**src/hdl/nnlu_pkg.sv**
```systemverilog
// Shared constants, codes and controller/datapath interface types for the neighbour list unit.
`timescale 1ns / 1ps

package nnlu_pkg;

	localparam int MAX_NODES_DEF      = 64;
	localparam int MAX_NEIGHBOURS_DEF = 8;
	localparam int DIST_BITS_DEF      = 16;

	localparam int ACT_W      = 2;
	localparam int NODE_IN_W  = 6;
	localparam int DIST_IN_W  = 16;
	localparam int CHG_W      = 6;
	localparam int NC_W       = 4;
	localparam int VC_W       = 7;
	localparam int CFG_IDX_W  = 2;
	localparam int CFG_DATA_W = 8;

	localparam logic [NC_W-1:0] NEIGHBOUR_COUNT_RST = 4'd8;
	localparam logic [VC_W-1:0] NODE_COUNT_RST      = 7'd64;

	localparam logic [CFG_IDX_W-1:0] CFG_NEIGHBOUR_COUNT = 2'd0;
	localparam logic [CFG_IDX_W-1:0] CFG_NODE_COUNT      = 2'd1;

	typedef enum logic [ACT_W-1:0] {
		ACT_WRITE  = 2'd0,
		ACT_INSERT = 2'd1,
		ACT_QUERY  = 2'd2,
		ACT_CLEAR  = 2'd3
	} action_t;

	typedef struct packed {
		logic load;
		logic dist_wr;
		logic clr_wr;
		logic nb_rd;
		logic qry_sel;
		logic place;
		logic scan_start;
		logic scan;
		logic row_inc;
		logic member_set;
	} nnlu_cmd_t;

	typedef struct packed {
		logic clr_last;
		logic fresh_out;
		logic row_skip;
		logic row_last;
		logic has_empty;
		logic scan_done;
	} nnlu_sts_t;

endpackage

```
**src/hdl/nnlu_ctrl.sv**
```systemverilog
// Controller state machine that sequences requests through the neighbour list datapath.
`timescale 1ns / 1ps

module nnlu_ctrl (
	input  logic                clk,
	input  logic                arst_n,
	input  logic                start,
	input  nnlu_pkg::action_t   action,
	input  nnlu_pkg::nnlu_sts_t sts,
	output nnlu_pkg::nnlu_cmd_t cmd,
	output logic                busy,
	output logic                done
);

	typedef enum logic [3:0] {
		S_INIT,
		S_IDLE,
		S_DWR,
		S_INS,
		S_ROW,
		S_CHK,
		S_SCAN,
		S_NEXT,
		S_QRD,
		S_QCHK,
		S_CLR,
		S_DONE
	} state_t;

	state_t state_q, state_d;
	logic   busy_q, busy_d;
	logic   done_q, done_d;

	always_comb begin
		state_d = state_q;
		busy_d  = busy_q;
		done_d  = 1'b0;
		cmd     = '0;
		case (state_q)
			S_INIT: begin
				cmd.clr_wr = 1'b1;
				if (sts.clr_last) begin
					state_d = S_IDLE;
					busy_d  = 1'b0;
				end
			end
			S_IDLE: begin
				if (start) begin
					cmd.load = 1'b1;
					busy_d   = 1'b1;
					case (action)
						nnlu_pkg::ACT_WRITE:  state_d = S_DWR;
						nnlu_pkg::ACT_INSERT: state_d = S_INS;
						nnlu_pkg::ACT_QUERY:  state_d = S_QRD;
						nnlu_pkg::ACT_CLEAR:  state_d = S_CLR;
						default: begin
							state_d = S_DONE;
							done_d  = 1'b1;
						end
					endcase
				end
			end
			S_DWR: begin
				cmd.dist_wr = 1'b1;
				state_d     = S_DONE;
				done_d      = 1'b1;
			end
			S_INS: begin
				if (sts.fresh_out) begin
					state_d = S_DONE;
					done_d  = 1'b1;
				end else begin
					state_d = S_ROW;
				end
			end
			S_ROW: begin
				if (sts.row_skip) begin
					if (sts.row_last) begin
						state_d = S_DONE;
						done_d  = 1'b1;
					end else begin
						cmd.row_inc = 1'b1;
					end
				end else begin
					cmd.nb_rd = 1'b1;
					state_d   = S_CHK;
				end
			end
			S_CHK: begin
				if (sts.has_empty) begin
					cmd.place = 1'b1;
					state_d   = S_NEXT;
				end else begin
					cmd.scan_start = 1'b1;
					state_d        = S_SCAN;
				end
			end
			S_SCAN: begin
				cmd.scan = 1'b1;
				if (sts.scan_done) begin
					state_d = S_NEXT;
				end
			end
			S_NEXT: begin
				if (sts.row_last) begin
					state_d = S_DONE;
					done_d  = 1'b1;
				end else begin
					cmd.row_inc = 1'b1;
					state_d     = S_ROW;
				end
			end
			S_QRD: begin
				cmd.nb_rd   = 1'b1;
				cmd.qry_sel = 1'b1;
				state_d     = S_QCHK;
			end
			S_QCHK: begin
				cmd.member_set = 1'b1;
				state_d        = S_DONE;
				done_d         = 1'b1;
			end
			S_CLR: begin
				cmd.clr_wr = 1'b1;
				if (sts.clr_last) begin
					state_d = S_DONE;
					done_d  = 1'b1;
				end
			end
			S_DONE: begin
				busy_d  = 1'b0;
				state_d = S_IDLE;
			end
			default: begin
				state_d = S_IDLE;
				busy_d  = 1'b0;
			end
		endcase
	end

	always_ff @(posedge clk or negedge arst_n) begin
		if (!arst_n) begin
			state_q <= S_INIT;
			busy_q  <= 1'b1;
			done_q  <= 1'b0;
		end else begin
			state_q <= state_d;
			busy_q  <= busy_d;
			done_q  <= done_d;
		end
	end

	assign busy = busy_q;
	assign done = done_q;

endmodule

```
**config.mk**
```make
export PLATFORM = sky130hd
export DESIGN_NAME = nnlu_ctrl
export DESIGN_NICKNAME = d
export VERILOG_FILES = /design/src/hdl/nnlu_pkg.sv /design/src/hdl/nnlu_ctrl.sv
export SDC_FILE = /design/constraint.sdc
export NUM_CORES = 1
export LEC_CHECK = 0
export BUFFER_PORTS_ARGS = -buffer_cell sky130_fd_sc_hd__buf_2
export CAP_MARGIN = 0
export CORE_UTILIZATION = 35
export CTS_BUF_LIST = sky130_fd_sc_hd__clkbuf_2 sky130_fd_sc_hd__clkbuf_4 sky130_fd_sc_hd__clkbuf_8
export CTS_CLUSTER_SIZE = 40
export DETAILED_ROUTE_END_ITERATION = 16
export PLACE_DENSITY = 0.64
export SYNTH_ARGS = -nofsm -noshare
export SYNTH_HDL_FRONTEND = slang
export SYNTH_SLANG_ARGS = --single-unit
```
**constraint.sdc**
```tcl
create_clock -name clk -period 1.3 [get_ports clk]
set_input_delay 0.26 -clock clk [delete_from_list [all_inputs] [get_ports clk]]
set_output_delay 0.26 -clock clk [all_outputs]
set_load 0.02 [all_outputs]
```
# Yosys cells after proc, flatten, opt, wreduce, memory -nomap -nowiden
# Index checks and enable logic that the tools add are counted.
dict set report op_classes {
  n_bitwise 1
  n_eq_ne 18
  mux 34
  reduce_logical 7
}
# operator count
set op_table {}
lappend op_table {{one-hot mux 4 bit (10 select lines)} 1}
lappend op_table {{2-to-1 mux 4 bit} 8}
lappend op_table {{2-to-1 mux 1 bit} 19}
lappend op_table {{equality test 4 x 3 -> 1 bit (second input constant)} 4}
lappend op_table {{one-hot mux 4 bit (4 select lines)} 1}
lappend op_table {{equality test 4 bit (second input constant)} 3}
lappend op_table {{OR reduction 9 bit} 1}
lappend op_table {{equality test 4 x 2 -> 1 bit (second input constant)} 2}
lappend op_table {{!= test 2 bit (second input constant)} 4}
lappend op_table {{one-hot mux 1 bit (5 select lines)} 1}
lappend op_table {{AND reduction 5 bit} 1}
lappend op_table {{equality test 2 bit (second input constant)} 2}
lappend op_table {{equality test 4 x 1 -> 1 bit (second input constant)} 1}
lappend op_table {{zero test 4 bit} 1}
lappend op_table {{one-hot mux 1 bit (2 select lines)} 2}
lappend op_table {{OR reduction 2 bit} 2}
lappend op_table {{!= test 3 bit (second input constant)} 1}
lappend op_table {{one-hot mux 1 bit (3 select lines)} 1}
lappend op_table {{AND reduction 3 bit} 1}
lappend op_table {{equality test 2 x 1 -> 1 bit (second input constant)} 1}
lappend op_table {{zero test 2 bit} 1}
lappend op_table {{2-to-1 mux 2 bit} 1}
lappend op_table {{NOT 1 bit} 1}
dict set report totals {
  register_bits 6
  word_cells 63
}

# Logic depth before layout (Yosys ltp)
dict set report logic_depth {
  ltp_word 4
  ltp_mapped 7
}

# Worst setup path before layout
# Ideal clock, no wire load.
dict set report synth_path {
  path_type {register -> output}
  start {reg state_q[0]}
  end {out cmd[1] in the netlist's numbering}
  t_arrival_ns 1.389
  n_path_buf 2
  setup_slack_ns -0.349
  stages_incl_launch_ff 6
  cell_sequence {dfrtp_1 > buf_4 > buf_2 > nor2_1 > a21oi_1 > nor3_1}
}
# element line_no
set synth_lines {}
lappend synth_lines {{from (decl)} nnlu_ctrl.sv:30} ;# state_t state_q, state_d;
lappend synth_lines {{from (signal assigned)} nnlu_ctrl.sv:147} ;# state_q <= state_d;
lappend synth_lines {{to (decl)} nnlu_ctrl.sv:10} ;# output nnlu_pkg::nnlu_cmd_t cmd,

==> results_dict.tcl <==
set metrics [dict create \
    dp_slack_ns -0.301 \
    dpl.hpwl_um 1680 \
    clockBufferDepth 2 \
    synthToLayoutAreaGrowth_pct 116 \
    run_status "finished, violations left" \
    slew_violations 0 \
    netlist.area_leader.share_pct 17.9 \
    most_common_library_cell_in_the_layout_ignoring_fill_and_taps "sky130_fd_sc_hd__buf_4" \
    finalSetupViolations 16 \
    num_vias 1059 \
    share_of_synthesized_area_occupied_by_flip_flops_and_latches_pct 21.6 \
    numCtsBuffers 3 \
    tritoncts "built" \
    clkLatencyLatePin_ns 0.25 \
    row_count 15 \
    grt_util_all_layers_pct 30.5 \
    grt_pass1_vias 986 \
    layout-drive-gt1-share_pct 74.2 \
    critical_path.startpoint_type "flop" \
    fin_area_um2 1510 \
    commonest_register_cell_after_synthesis "sky130_fd_sc_hd__dfrtp_1" \
    worst_setup_end_kind "output pin" \
    hold_viol 0 \
    worst_slew_pin_slew_ns 0.267 \
    netlist_instances 91 \
    asyncSetResetFlopFracSynth_pct 100 \
    synth_area_per_cell_um2 7.69 \
    path_max_fanout 8 \
    synth-warning-count 0 \
    cts.clk_slew.worst_paths_ns 0.05 \
    finalNetCount 171 \
    placement.io_buffers 22 \
    layout.cells.most_common_list "sky130_fd_sc_hd__buf_4, sky130_fd_sc_hd__buf_6, sky130_fd_sc_hd__buf_2" \
    route.antenna.remaining_nets 0 \
    postSynthNetCount 102 \
    finalClockSkew_ns 0.00632 \
    drc_errors_left 0 \
    place.gp.congestion 0.848 \
    h_tree_lvl_count 1 \
    sequential_cell_area_um2 155 \
    ant_diodes 0 \
    timing.max_slew.rel_slack_pct 82.1 \
    initial_utilization_pct 38.8 \
    synth_top_area_cell "sky130_fd_sc_hd__dfrtp_1" \
    fmaxAchievable_mhz 610 \
    die_outline_area_um2 2180 \
    failed_checks "negative setup slack" \
    post_synth_main_area_contributors "sky130_fd_sc_hd__dfrtp_1, sky130_fd_sc_hd__buf_6, sky130_fd_sc_hd__nor2_1" \
    worstPathArrival_ns 1.38 \
    post-route-period-util_pct 126 \
    number_of_fill_cells_in_the_layout 112 \
    max-cap-violations 0 \
    ws_path_type "flop to output pin" \
    chipWidth_um 46.7 \
    combined_area_of_the_multi_input_logic_cells_um2 691 \
    hold_path.class "input port to flop" \
    postSynthRegisterBits 6 \
    wirelength_um 3420 \
    grt.overflow.total 0 \
    fin_ws_ns -0.339 \
    synthDistinctLibCells 43 \
    postLayoutCoreUtil_pct 83.8 \
    detailed_place.area_um2 1040 \
    grt_max_degree 10 \
    power.leakage_uw 0.000666 \
    clkSinkCount 6 \
    ioPinCount 23 \
    finalCriticalPeriod_ns 1.64 \
    dr.first_iter.drc_count 42 \
    critPathRequiredTime_ns 1.04 \
    grt_pass1_wl_um 4610 \
    irDropWorstVdd_mv 1.68 \
    root_buffer "sky130_fd_sc_hd__clkbuf_4" \
    power_density_nw_per_um2 2470 \
    viasPerCell 5.76 \
    drt-wirelength-per-cell_um 18.6 \
    grt_setup_unrepaired "yes" \
    core_um2 1800 \
    synth.cell_area_um2 699 \
    count_of_flip_flops_with_a_built_in_enable_after_synthesis 0 \
    die_h_um 46.7 \
    antenna_found_initial 0 \
    firstDrtPassIters 4 \
]
-- routing by layer --
metal / track usage, % / up-vias / part of all wire (%)
met5: 0 / - / 0
met4: 12.6 / 0 / 3.4
met3: 5.10 / 13 / 5.4
met2: 52.2 / 47 / 52
met1: 37.5 / 528 / 39
li1: - / 471 / -
-- critical path, cell delays in order, from the launching register on --
cell and delay, ns:
sky130_fd_sc_hd__dfrtp_2 0.49, sky130_fd_sc_hd__buf_6 0.15, sky130_fd_sc_hd__nor2_4 0.12, sky130_fd_sc_hd__a21oi_2 0.08
sky130_fd_sc_hd__nor3_2 0.12, sky130_fd_sc_hd__buf_4 0.16
-- registers in the layout, summed over array words and instances (netlist names) --
register and count:
done 1, state_q 4, busy 1
-- layout make-up --
cell class	instances	area share, %
Multi-Input combinational cell	75	45.8
Timing Repair Buffer	71	39.1
Sequential cell	6	10.3
Tap cell	25	2.07
Clock buffer	4	1.99
Inverter	3	0.746
-- report_power, final --
group / internal [uW] / switching (uW)
clock: 138 / 78.0
sequential: 291 / 140
combinational: 1630 / 1450
total: 2060 / 1670
-- worst paths after layout --
kind | depth (start not counted) | slack [ns] | start | end
worst max-delay path | 5 | -0.34 | state_q[0] | cmd[1]
worst min-delay path | 3 | 0.35 | sts[5] | state_q[3]
worst max register to register | 6 | -0.34 | state_q[3] | state_q[0]
worst min register to register | 1 | 0.58 | busy | busy
max in group asynchronous | 2 | 0.70 | arst_n | busy
min in group asynchronous | 2 | 0.37 | arst_n | state_q[2]
-- synth_stat cells (2+ instances only) --
master and number:
sky130_fd_sc_hd__and3_1 2, sky130_fd_sc_hd__o211ai_1 3, sky130_fd_sc_hd__a21oi_1 6, sky130_fd_sc_hd__o21ai_1 4, sky130_fd_sc_hd__nand2b_1 4, sky130_fd_sc_hd__inv_1 3, sky130_fd_sc_hd__dfrtp_1 5, sky130_fd_sc_hd__buf_6 4
sky130_fd_sc_hd__nand2_1 5, sky130_fd_sc_hd__o2bb2ai_1 2, sky130_fd_sc_hd__o22ai_1 2, sky130_fd_sc_hd__o21ai_0 4, sky130_fd_sc_hd__and2_1 2, sky130_fd_sc_hd__nor2b_1 2, sky130_fd_sc_hd__nor2_1 10, sky130_fd_sc_hd__nor3_1 6
-- cells by family after synthesis --
logic type	after synthesis	synth area share, %
compound gates	30	28.1
xor+xnor	1	1.25
buf+inv	10	12.0
flops	6	21.6
mux	1	1.61
simple gates	43	35.4
-- what timing repair did --
action | CTS | global route
setup endpoints to repair | 15 | 16
hold buffers | 1 | 0
cloned | 0 | 0
pin swaps | 9 | 9
setup buffers | 16 | 5
endpoints found under the hold margin | 5 | 0
gates resized for setup | 55 | 14
-- stage by stage --
stage                     std cells  hold slack (ns)  setup TNS [ns]  power [uW]
after global placement          158           0.0902           -2.41        2270
after CTS                       179            0.326           -3.36        3280
final                           184            0.345           -4.09        3730
after global routing            184            0.336           -4.73        3900
after detailed placement        158           0.0870           -2.79        2290
after floorplan                  91          -0.0356          -0.342        1680
Power figures use the tool's default switching activity.
